[config.mk]
export PLATFORM = sky130hd
export DESIGN_NAME = rau_ctrl
export DESIGN_NICKNAME = d
export VERILOG_FILES = /design/src/hw/rtl/rau_pkg.sv /design/src/hw/rtl/rau_ctrl.sv
export SDC_FILE = /design/constraint.sdc
export NUM_CORES = 1
export LEC_CHECK = 0
export BUFFER_PORTS_ARGS = -buffer_cell sky130_fd_sc_hd__buf_2
export CAP_MARGIN = 20
export CORE_MARGIN = 4
export CORE_UTILIZATION = 35
export CTS_BUF_LIST = sky130_fd_sc_hd__clkbuf_4
export CTS_CLUSTER_SIZE = 24
export DETAILED_ROUTE_END_ITERATION = 12
export GPL_ROUTABILITY_DRIVEN = 1
export HOLD_SLACK_MARGIN = 0.12
export PLACE_DENSITY = 0.64
export SLEW_MARGIN = 10
export SYNTH_ARGS = -nofsm -noshare
export SYNTH_HDL_FRONTEND = slang
export SYNTH_SLANG_ARGS = --single-unit
[constraint.sdc]
create_clock -name clock -period 1.8 [get_ports clock]
set_clock_uncertainty 0.05 [all_clocks]
set_input_delay 0.27 -clock clock [delete_from_list [all_inputs] [get_ports clock]]
set_output_delay 0.27 -clock clock [all_outputs]
set_load 0.01 [all_outputs]
[src/hw/rtl/rau_pkg.sv]
// Shared action codes and controller/datapath command and status types.
package rau_pkg;

   localparam int ACTION_WIDTH = 4;
   localparam int RESULT_WIDTH = 32;

   localparam logic [ACTION_WIDTH-1:0] ACT_ADD  = 4'd0;
   localparam logic [ACTION_WIDTH-1:0] ACT_SUB  = 4'd1;
   localparam logic [ACTION_WIDTH-1:0] ACT_MUL  = 4'd2;
   localparam logic [ACTION_WIDTH-1:0] ACT_DIV  = 4'd3;
   localparam logic [ACTION_WIDTH-1:0] ACT_EQ   = 4'd4;
   localparam logic [ACTION_WIDTH-1:0] ACT_GT   = 4'd5;
   localparam logic [ACTION_WIDTH-1:0] ACT_GE   = 4'd6;
   localparam logic [ACTION_WIDTH-1:0] ACT_LT   = 4'd7;
   localparam logic [ACTION_WIDTH-1:0] ACT_LE   = 4'd8;
   localparam logic [ACTION_WIDTH-1:0] ACT_NORM = 4'd9;

   // Product selected for the shared multiplier
   localparam logic [1:0] MUL_AN_BD = 2'd0;
   localparam logic [1:0] MUL_AD_BN = 2'd1;
   localparam logic [1:0] MUL_AN_BN = 2'd2;
   localparam logic [1:0] MUL_AD_BD = 2'd3;

   typedef struct packed {
      logic       load;
      logic       mul_en;
      logic [1:0] mul_sel;
      logic       gcd_step;
      logic       div_init;
      logic       div_step;
      logic       finish;
   } rau_cmd_type;

   typedef struct packed {
      logic gcd_done;
   } rau_status_type;

endpackage

[src/hw/rtl/rau_ctrl.sv]
// Sequencer for multiply, GCD and divide phases, and response valid.
module rau_ctrl import rau_pkg::*; #(
   parameter int OPERAND_WIDTH = 16
) (
   input  logic                    clock,
   input  logic                    reset,
   input  logic                    req_valid,
   input  logic [ACTION_WIDTH-1:0] req_action,
   output logic                    req_ready,
   input  logic                    rsp_ready,
   output logic                    rsp_valid,
   input  rau_status_type          status,
   output rau_cmd_type             cmd
);

   localparam int CW = $clog2(OPERAND_WIDTH);

   localparam logic [2:0] ST_IDLE = 3'd0;
   localparam logic [2:0] ST_MUL  = 3'd1;
   localparam logic [2:0] ST_GCD  = 3'd2;
   localparam logic [2:0] ST_DIV  = 3'd3;
   localparam logic [2:0] ST_DONE = 3'd4;

   logic [2:0]    state_ff, state_in;
   logic [CW-1:0] cnt_ff, cnt_in;
   logic          rsp_valid_ff, rsp_valid_in;

   always_comb begin
      state_in  = state_ff;
      cnt_in    = cnt_ff;
      cmd       = '0;
      req_ready = 1'b0;
      unique case (state_ff)
         ST_IDLE: begin
            req_ready = 1'b1;
            if (req_valid) begin
               cmd.load = 1'b1;
               cnt_in   = '0;
               state_in = (req_action == ACT_NORM) ? ST_GCD : ST_MUL;
            end
         end
         ST_MUL: begin
            cmd.mul_en  = 1'b1;
            cmd.mul_sel = cnt_ff[1:0];
            cnt_in      = cnt_ff + 1'b1;
            if (cnt_ff == CW'(3)) state_in = ST_DONE;
         end
         ST_GCD: begin
            if (status.gcd_done) begin
               cmd.div_init = 1'b1;
               cnt_in       = '0;
               state_in     = ST_DIV;
            end else begin
               cmd.gcd_step = 1'b1;
            end
         end
         ST_DIV: begin
            cmd.div_step = 1'b1;
            cnt_in       = cnt_ff + 1'b1;
            if (cnt_ff == CW'(OPERAND_WIDTH - 1)) state_in = ST_DONE;
         end
         ST_DONE: begin
            // hold until the output register is free
            if (!rsp_valid_ff || rsp_ready) begin
               cmd.finish = 1'b1;
               state_in   = ST_IDLE;
            end
         end
         default: state_in = ST_IDLE;
      endcase
   end

   assign rsp_valid_in = cmd.finish | (rsp_valid_ff & ~rsp_ready);
   assign rsp_valid    = rsp_valid_ff;

   always_ff @(posedge clock) begin
      if (reset) begin
         state_ff     <= ST_IDLE;
         cnt_ff       <= '0;
         rsp_valid_ff <= 1'b0;
      end else begin
         state_ff     <= state_in;
         cnt_ff       <= cnt_in;
         rsp_valid_ff <= rsp_valid_in;
      end
   end

endmodule

; Yosys cells after proc, flatten, opt, wreduce, memory -nomap -nowiden
; Index checks and enable logic that the tools add are counted.
[word_totals]
mem_bits_rw = 0
n_memories = 0
inputBits = 9
wordCells = 46
romBits = 0
latchBits = 0
reg_bits = 8
out_inout_bits = 10
[classes]
addsub = 1
mux = 20
n_eq_ne = 12
n_reduce_logical = 7
div_mod_pow = 0
n_bitwise = 3
magnitude_cmp = 0
multipliers = 0
shifts = 0
[ops]
columns = cell, n
row1 = 3-bit two-way mux, 6
row2 = 3-bit one-hot mux with 5 select lines, 1
row3 = 4-bit one-hot mux with 3 select lines, 1
row4 = "2-bit inequality test, second input constant", 5
row5 = "4-bit == test, second input constant", 2
row6 = 1-bit two-way mux, 8
row7 = 4-bit two-way mux, 2
row8 = "3-bit by 2-bit == test with 1-bit output, second input constant", 2
row9 = 5-bit AND reduction, 1
row10 = "4-bit by 1-bit adder with 4-bit output, second input constant", 1
row11 = "4-bit by 2-bit == test with 1-bit output, second input constant", 1
row12 = 2-bit two-way mux, 2
row13 = "3-bit by 1-bit == test with 1-bit output, second input constant", 1
row14 = "3-bit == test, second input constant", 1
row15 = 3-bit zero test, 1
row16 = 3-bit AND reduction, 1
row17 = 3-bit nonzero test, 1
row18 = 2-bit OR reduction, 1
row19 = 1-bit bitwise AND, 1
row20 = 1-bit zero test, 1
row21 = 1-bit logical OR, 1
row22 = 1-bit inverter, 1
row23 = 1-bit OR, 1

; Longest topological paths before layout
; Gate-level depths: netlist of run 1.
[logic_depth]
depth_word = 5
ltp_mapped = 5
mapped_depth_nobuf = 5

; Least setup slack after synthesis of run 1
; Ideal clock, no wire load.
[synth_path]
kind = flip-flop to flip-flop
start = register cnt_ff[0]
end = register state_ff[1]
t_arrival_ns = 1.441
setup_ns = 0.088
setup_slack_ns = 0.221
n_path_buf = 0
stages_incl_launch_ff = 6
required_ns = 1.662
synth_period_minus_slack_ns = 1.579
cell_sequence = dfxtp_1 -> ha_1 -> or4b_4 -> nand3_4 -> a31oi_1 -> a311oi_2
[synth_via]
elab_chain_cells = 3
elab_cells_between_ends = 5
classes_between = 4 x eq/ne / 1 x reduce/logical
[synth_rtl]
columns = item, line
row1 = from (decl), rau_ctrl.sv:25  ; logic [CW-1:0] cnt_ff, cnt_in;
row2 = from (signal assigned), rau_ctrl.sv:83  ; cnt_ff <= cnt_in;
row3 = 4-bit == test or 4-bit by 2-bit == test with 1-bit output (tied branches), "rau_ctrl.sv:60, rau_ctrl.sv:46"
row4 = 2-bit inequality test (no source line), n/a
row5 = 5-bit AND reduction (no source line) *, n/a
row6 = to (signal assigned), rau_ctrl.sv:82  ; state_ff <= state_in;
row7 = to (decl), rau_ctrl.sv:24  ; logic [2:0] state_ff, state_in;
; Every way passes the cells marked *; elsewhere a longest branch is shown, timed or not.
; A chain may end at the register's enable or synchronous reset.

; Worst setup path after layout of run 1
; Same ends and word-level chain as after synthesis.

==> results of run 1 <==
how the worst min path moves through the flow:
stage	depth (start not counted)	endpoint	slack (ns)
after floorplan	2	cnt_ff[3]	0.43
after global placement	2	cnt_ff[3]	0.45
after detailed placement	2	cnt_ff[3]	0.46
after CTS	2	cnt_ff[3]	0.24
after global routing	2	state_ff[1]	0.27
final	2	cnt_ff[3]	0.25
synthesized netlist by cell type, drive strengths merged:
master,n,area (um2)
dfxtp,8,160
and2b,1,8.76
nand3b,1,7.51
ha,1,12.5
and3,1,6.26
or3,1,6.26
nand2b,2,12.5
a311oi,1,15.0
a22oi,1,7.51
a32oi,2,25.0
mux2i,1,10.0
nand3,2,22.5
and2,5,31.3
a21o,1,7.51
nand4,2,12.5
a31oi,1,6.26
nor2b,1,6.26
inv,2,7.50
or4b,1,13.8
nor2,12,45.0
o21ai,2,10.0
nand2,2,7.51
and4bb,1,12.5
a21oi,5,25.0
buf,2,8.75
where the power goes:
part	total, mW	switching, mW	internal [mW]
Clock	0.134	0.0580	0.0761
Sequential	0.242	0.0380	0.204
Combinational	0.296	0.172	0.124
Total	0.672	0.268	0.404
what timing repair did:
item,CTS,global route
resized for setup,0,1
setup endpoints to repair,0,1
setup buffers,0,0
layout make-up:
cell class	count	area, um2
inverters	2	7.51
multi-input cells	47	314
repair buffers	19	97.6
fillers	137	681
well taps	15	18.8
clock buffers	3	22.5
flip-flops and latches	8	160
logic make-up after synthesis:
group	Yosys count	synth area share [%]
and+or+nand+nor	32	39.5
AOI/OAI and AO/OA	13	19.7
DFF	8	32.8
buffers and inverters	4	3.33
muxes	1	2.05
adders and majority gates	1	2.56
registers in the layout, indices dropped and copies added, names as in the netlist:
name / cells
cnt_ff: 4
state_ff: 3
rsp_valid: 1
per-layer routing:
metal,vias up,track usage (%),wire [um]
met4,0,3.51,8
met5,-,0,0
met1,217,15.1,474
met2,11,16.9,483
li1,257,-,-
met3,2,5.98,75
metrics by stage:
step | area, um2 | setup slack [ns] | power [mW] | instances | util [%]
global placement | 596 | 0.177 | 0.538 | 91 | 45.8
floorplan | 488 | 0.221 | 0.445 | 59 | -
global route | 621 | 0.00481 | 0.732 | 94 | 47.7
detailed placement | 596 | 0.114 | 0.542 | 91 | 45.8
finish | 621 | 0.109 | 0.672 | 94 | 47.7
CTS | 618 | 0.0794 | 0.682 | 94 | 47.5
==> impl_metrics.env, run 1 <==
export IMPL_final_common_cell="buf_2"
export IMPL_rows=13
export IMPL_diodes=0
export IMPL_drt_iter0_drc=8
export IMPL_rsz0062_at_grt="false"
export IMPL_power_density_nw_per_um2=1080
export IMPL_vias=487
export IMPL_final_max_slew_viol_count=0
export IMPL_ys_ff_latch=8
export IMPL_clock_root_buffer="clkbuf_4"
export IMPL_cp_depth=5
export IMPL_grtUsageTotal_pct=11.7
export IMPL_reg2reg_to="state_ff[1]"
export IMPL_area_growth_pct=27.2
export IMPL_final_setup_tns_ns=0
export IMPL_setup_violations=0
export IMPL_period_share_pct=93.9
export IMPL_status="complete, no violations"
export IMPL_cp_max_fo=5
export IMPL_worst_ep_arrival_time_ns=1.80
export IMPL_crit_path_start="cnt_ff[0]"
export IMPL_dieWidth_um=45.3
export IMPL_detail_route_wl_per_cell_um=11.1
export IMPL_numCtsBuffers=3
export IMPL_drtAntennaViolNets=0
export IMPL_syn_area_um2=488
export IMPL_required_ns=1.91
export IMPL_syn_nets=69
export IMPL_grt_pass1_wl_um=1700
export IMPL_viasPerCell=5.18
export IMPL_worst_slew_pin_slew_ns=0.357
export IMPL_post_route_drc_count=0
export IMPL_peakVddDrop_v=0.000539
export IMPL_pin_count=19
export IMPL_drive_gt1_share_pct=36.7
export IMPL_min_period_ns=1.69
export IMPL_h_tree_depth=1
export IMPL_critPathCaptureType="flop"
export IMPL_setup_worst_path_end="state_ff[1]"
export IMPL_hpwlAfterDp_um=800
export IMPL_clock_sinks=8
export IMPL_path_class="reg2reg"
export IMPL_r2r_start="cnt_ff[0]"
export IMPL_crit_family="simple AND/OR/NAND/NOR gates"
export IMPL_antenna_found_initial=0
export IMPL_clockBufferDepth=2
export IMPL_maxCapViolations=0
export IMPL_start_kind="flop"
export IMPL_port_buffers=18
export IMPL_start_util_pct=37.5
export IMPL_cp_slowest_cell="or4b_4"
export IMPL_worstHoldStart="reset"
export IMPL_die_y_um=45.3
export IMPL_postSynthAreaPerCell_um2=8.27
export IMPL_ys_seq_area_share_pct=32.8
export IMPL_crit_chain="ha_1, or4b_4, nand3_4, a31oi_1, a311oi_2"
export IMPL_max_clock_freq_mhz=592
export IMPL_gp_congestion=0.774
export IMPL_fp_dieArea_um2=2060
export IMPL_grt_pass1_vias=404
export IMPL_hp_class="in2reg"
export IMPL_cts_tree="yes"
export IMPL_clkLatencyLatePin_ns=0.25
export IMPL_slew_headroom_pct=76.1
export IMPL_layout_common_cells="buf_2 (18), nor2_1 (11), dfxtp_1 (8)"
export IMPL_yosysWarnings=0
export IMPL_holdBufCountCts=0
export IMPL_overflow=0
export IMPL_core_area_um2=1300
export IMPL_p_leak_nw=0.289
export IMPL_grt_max_degree=12
export IMPL_dr_pass1_iters=2
export IMPL_drt_total_wl_um=1040
export IMPL_final_hold_viol_count=0
export IMPL_syn_inst=59
export IMPL_reg2reg_setup_slack_ns=0.11
export IMPL_slowest_delay_ns=0.49
export IMPL_path_buf_inv=0
export IMPL_reg2reg_depth=5
export IMPL_layout_nets=91
export IMPL_worst_hold_slack_ns=0.252
export IMPL_ys_types=29
export IMPL_cts_clk_slew_worst_paths_ns=0.05
Note: power is estimated with default switching activity, not from simulation.
==> inputs of run 2 (changes only) <==
Settings changed: PLACE_DENSITY 0.64 to 0.66.
Clock period 1.8 ns to 1.49 ns, I/O delays scaled along.
==> impl_metrics.env, run 2 (synthesized netlist as in run 1, its figures left out) <==
export IMPL_status="complete, no violations"
export IMPL_cp_max_fo=5
export IMPL_worst_slew_pin_slew_ns=0.298
export IMPL_grtUsageTotal_pct=13.3
export IMPL_peakVddDrop_v=0.000626
export IMPL_rsz0062_at_grt="true"
export IMPL_diodes=0
export IMPL_wl_met1_um=583
export IMPL_area_growth_pct=51.5
export IMPL_reg2reg_setup_slack_ns=0.007
export IMPL_worst_ep_arrival_time_ns=1.60
export IMPL_path_buf_inv=0
export IMPL_final_common_cell="buf_2"
export IMPL_viasPerCell=5.24
export IMPL_maxCapViolations=0
export IMPL_min_period_ns=1.48
export IMPL_core_area_um2=1300
export IMPL_fp_dieArea_um2=2060
export IMPL_vias=534
export IMPL_rows=13
export IMPL_largest_reg_flops=4
export IMPL_max_clock_freq_mhz=674
export IMPL_hpwlAfterDp_um=929
export IMPL_worst_hold_slack_ns=0.204
export IMPL_cts_tree="yes"
export IMPL_grt_pass1_vias=464
export IMPL_critPathCaptureType="flop"
export IMPL_grt_pass1_wl_um=1940
export IMPL_slew_headroom_pct=80.2
export IMPL_p_switching_mw=0.397
export IMPL_grt_max_degree=9
export IMPL_dieWidth_um=45.3
export IMPL_numCtsBuffers=3
export IMPL_power_density_nw_per_um2=1300
export IMPL_overflow=0
export IMPL_power_frac_clock_pct=18.0
export IMPL_die_y_um=45.3
export IMPL_start_kind="flop"
export IMPL_required_ns=1.61
export IMPL_crit_chain="ha_4, or4b_4, nand3_4, a31oi_4, a311oi_2"
export IMPL_h_tree_depth=1
export IMPL_clock_root_buffer="clkbuf_4"
export IMPL_cts_clk_slew_worst_paths_ns=0.06
export IMPL_period_share_pct=99.5
export IMPL_layout_common_cells="buf_2 (18), nor2_1 (9), buf_4 (9)"
export IMPL_seq_power_share_pct=32.2
export IMPL_antenna_found_initial=0
export IMPL_pin_count=19
export IMPL_drt_total_wl_um=1330
export IMPL_drtAntennaViolNets=0
export IMPL_drive_gt1_share_pct=55.2
export IMPL_drt_iter0_drc=13
export IMPL_top_layer="met4"
export IMPL_crit_family="simple AND/OR/NAND/NOR gates"
export IMPL_clockBufferDepth=2
export IMPL_final_setup_tns_ns=0
export IMPL_dr_pass1_iters=4
export IMPL_max_flop_register="cnt_ff"
export IMPL_detail_route_wl_per_cell_um=13.1
export IMPL_clock_sinks=8
export IMPL_power_frac_comb_pct=49.9
export IMPL_gp_congestion=0.716
export IMPL_clkLatencyLatePin_ns=0.26
export IMPL_cp_slowest_cell="or4b_4"
export IMPL_slowest_delay_ns=0.47
export IMPL_route_met3_wl_um=88
export IMPL_hp_class="in2reg"
export IMPL_layout_nets=99
export IMPL_post_route_drc_count=0
export IMPL_final_hold_viol_count=0
export IMPL_port_buffers=18
export IMPL_internal_power_mw=0.563
export IMPL_final_max_slew_viol_count=0
export IMPL_setup_violations=0
export IMPL_start_util_pct=37.5
export IMPL_path_class="reg2reg"
export IMPL_p_sw_share_pct=41.4
export IMPL_p_leak_nw=0.340
export IMPL_wl_met2_um=636
==> run 2: cell types whose count changed in the layout (fill, tap and decap cells not counted), moves of 2 or more <==
| cell | delta |
|---|---|
| buf_4 | +8 |
| nor2_1 | -2 |
| dfxtp_1 | -5 |
| dfxtp_2 | +5 |
==> run 2: final cells by class <==
type | count | area, um2
fillers | 131 | 562
clock buffers | 3 | 22.5
inverters | 2 | 7.51
well taps | 15 | 18.8
multi-input cells | 47 | 367
flip-flops and latches | 8 | 166
repair buffers | 27 | 158
==> run 2: path summary, 6_finish.rpt <==
check,startpoint,end,cells past startpoint
setup / recovery,cnt_ff[0],state_ff[1],5
hold / removal,reset,state_ff[0],2
setup reg to reg,cnt_ff[0],state_ff[1],5
hold reg to reg,cnt_ff[3],cnt_ff[3],2
==> run 2: power by group through the flow <==
stage / sequential [mW] / clock, mW / combinational [mW]
4_1_cts: 0.289 / 0.179 / 0.434
2_1_floorplan: 0.290 / 0 / 0.256
3_3_place_gp: 0.287 / 0 / 0.401
5_1_grt: 0.316 / 0.193 / 0.524
6_report: 0.309 / 0.173 / 0.479
3_5_place_dp: 0.287 / 0 / 0.407
==> run 2: routing by layer <==
| layer | GRT usage, % | vias up |
|---|---|---|
| li1 | - | 268 |
| met1 | 15.5 | 244 |
| met2 | 21.2 | 20 |
| met3 | 6.37 | 2 |
| met4 | 4.68 | 0 |
| met5 | 0 | - |
==> run 2: through the flow <==
step                cell area [um2]  worst slack, ns  util, %  instances  total power [mW]
CTS                             706          -0.0576     54.2        102             0.902
finish                          739          0.00689     56.8        102             0.961
floorplan                       503           0.0286        -         59             0.545
detailed placement              656          -0.0144     50.4         97             0.694
global route                    739          -0.0762     56.8        102              1.03
global placement                656           0.0294     50.4         97             0.689
==> run 2: timing repair <==
| action | CTS | global route |
|---|---|---|
| setup buffers | 2 | 0 |
| endpoints found under the setup margin | 7 | 8 |
| pin swaps | 2 | 2 |
| hold buffers | 0 | 0 |
| resized for setup | 4 | 8 |
==> inputs of run 3 (changes only) <==
Settings changed: CORE_AREA set to 4 4 41 43, CORE_MARGIN 4 to unset, CORE_UTILIZATION 35 to unset, DIE_AREA set to 0 0 45 47, PLACE_DENSITY 0.66 to unset, PLACE_DENSITY_LB_ADDON set to 0.05.
==> impl_metrics.env, run 3 (synthesized netlist as in run 1, its figures left out) <==
export IMPL_hp_class="in2reg"
export IMPL_start_kind="flop"
export IMPL_whs_path_depth=2
export IMPL_rows=13
export IMPL_finalPower_mw=0.985
export IMPL_wl_met1_um=514
export IMPL_diodes=0
export IMPL_layout_nets=99
export IMPL_final_max_slew_viol_count=0
export IMPL_pin_count=19
export IMPL_min_period_ns=1.54
export IMPL_clock_root_buffer="clkbuf_4"
export IMPL_peakVddDrop_v=0.000677
export IMPL_reg2reg_setup_slack_ns=-0.05
export IMPL_area_growth_pct=51.0
export IMPL_grt_max_degree=9
export IMPL_vias=508
export IMPL_worstHoldStart="reset"
export IMPL_reg2reg_to="state_ff[1]"
export IMPL_wl_met2_um=542
export IMPL_clkLatencyLatePin_ns=0.26
export IMPL_gp_congestion=0.744
export IMPL_cp_max_fo=4
export IMPL_dieWidth_um=45
export IMPL_worst_ep_arrival_time_ns=1.65
export IMPL_clockBufferDepth=2
export IMPL_setup_violations=1
export IMPL_final_common_cell="buf_2"
export IMPL_rsz0062_at_grt="true"
export IMPL_hpwlAfterDp_um=887
export IMPL_dr_pass1_iters=2
export IMPL_status="finished, violations left"
export IMPL_cts_tree="yes"
export IMPL_top_layer="met4"
export IMPL_fp_dieArea_um2=2120
export IMPL_r2r_start="cnt_ff[0]"
export IMPL_slew_headroom_pct=78.0
export IMPL_p_leak_nw=0.336
export IMPL_power_density_nw_per_um2=1340
export IMPL_path_class="reg2reg"
export IMPL_grt_pass1_wl_um=1950
export IMPL_max_flop_register="cnt_ff"
export IMPL_period_share_pct=103
export IMPL_post_route_drc_count=0
export IMPL_route_met3_wl_um=95
export IMPL_worst_slew_pin_slew_ns=0.330
export IMPL_overflow=0
export IMPL_start_util_pct=37.5
export IMPL_max_clock_freq_mhz=651
export IMPL_drive_gt1_share_pct=55.2
export IMPL_required_ns=1.61
export IMPL_drtAntennaViolNets=0
export IMPL_layout_common_cells="buf_2 (18), buf_4 (9), nor2_1 (8)"
export IMPL_finalWorstSetupSlack_ns=-0.0458
export IMPL_numCtsBuffers=3
export IMPL_die_y_um=47
export IMPL_worst_hold_slack_ns=0.192
export IMPL_drt_total_wl_um=1180
export IMPL_largest_reg_flops=4
export IMPL_holdPathEnd="state_ff[0]"
export IMPL_detail_route_wl_per_cell_um=11.6
export IMPL_viasPerCell=4.98
export IMPL_holdBufCountCts=0
export IMPL_final_hold_viol_count=0
export IMPL_n_fill_cell=136
export IMPL_drt_iter0_drc=4
export IMPL_h_tree_depth=1
export IMPL_maxCapViolations=0
export IMPL_clock_sinks=8
export IMPL_violations="negative setup slack"
export IMPL_core_area_um2=1300
export IMPL_grt_pass1_vias=461
export IMPL_grtUsageTotal_pct=13.9
export IMPL_critPathCaptureType="flop"
export IMPL_cts_clk_slew_worst_paths_ns=0.06
export IMPL_port_buffers=18
export IMPL_reg2reg_depth=5
export IMPL_antenna_found_initial=0
run 3: cell type report:
cell class                 count  area (um2)  area share [%]
clock buffer                   3        22.5            3.06
inverter                       2        7.51            1.02
multi-input combinational     47         362            49.1
sequential                     8         169            22.9
tap                           15        18.8            2.55
timing repair buffer          27         158            21.4
run 3: per-stage QoR:
step           util (%)  setup TNS [ns]  worst slack [ns]  area [um2]  cells
2_1_floorplan         -               0            0.0286         503     59
3_5_place_dp       49.8        -0.00660          -0.00660         648     96
3_3_place_gp       49.8               0            0.0358         648     96
5_1_grt            56.6          -0.352           -0.0888         737    102
6_report           56.6         -0.0458           -0.0458         737    102
4_1_cts            52.3         -0.0937           -0.0349         681     99
run 3: layer usage:
metal  vias to the layer above  GRT usage, %
li1                        265             -
met1                       224          15.1
met2                        16          20.6
met3                         3          6.90
met4                         0          10.5
met5                         -             0
run 3: report_power, final:
part	internal, mW	total (mW)	leakage (nW)	switching (mW)
Clock	0.0927	0.174	0.0138	0.0812
Sequential	0.257	0.310	0.0675	0.0527
Combinational	0.245	0.501	0.255	0.256
run 3: what timing repair did:
item,4_1_cts,5_1_grt
buffers inserted,0,3
endpoints found under the setup margin,7,6
pin swaps,0,6
gates resized for setup,4,8
run 3: how the worst max path moves through the flow:
| stage | startpoint | endpoint | cells past startpoint |
|---|---|---|---|
| 6_report | cnt_ff[0] | state_ff[1] | 5 |
| 2_1_floorplan | cnt_ff[0] | state_ff[1] | 5 |
| 4_1_cts | cnt_ff[1] | state_ff[1] | 5 |
| 3_3_place_gp | cnt_ff[1] | state_ff[1] | 5 |
| 3_5_place_dp | cnt_ff[1] | state_ff[1] | 5 |
| 5_1_grt | cnt_ff[0] | state_ff[1] | 5 |
run 3: worst max-delay path, cell delays in order, from the launching register on:
cell      delay, ns
dfxtp_2        0.35
ha_4           0.13
or4b_4         0.46
nand3_4        0.10
a31oi_4        0.09
a311oi_2       0.26
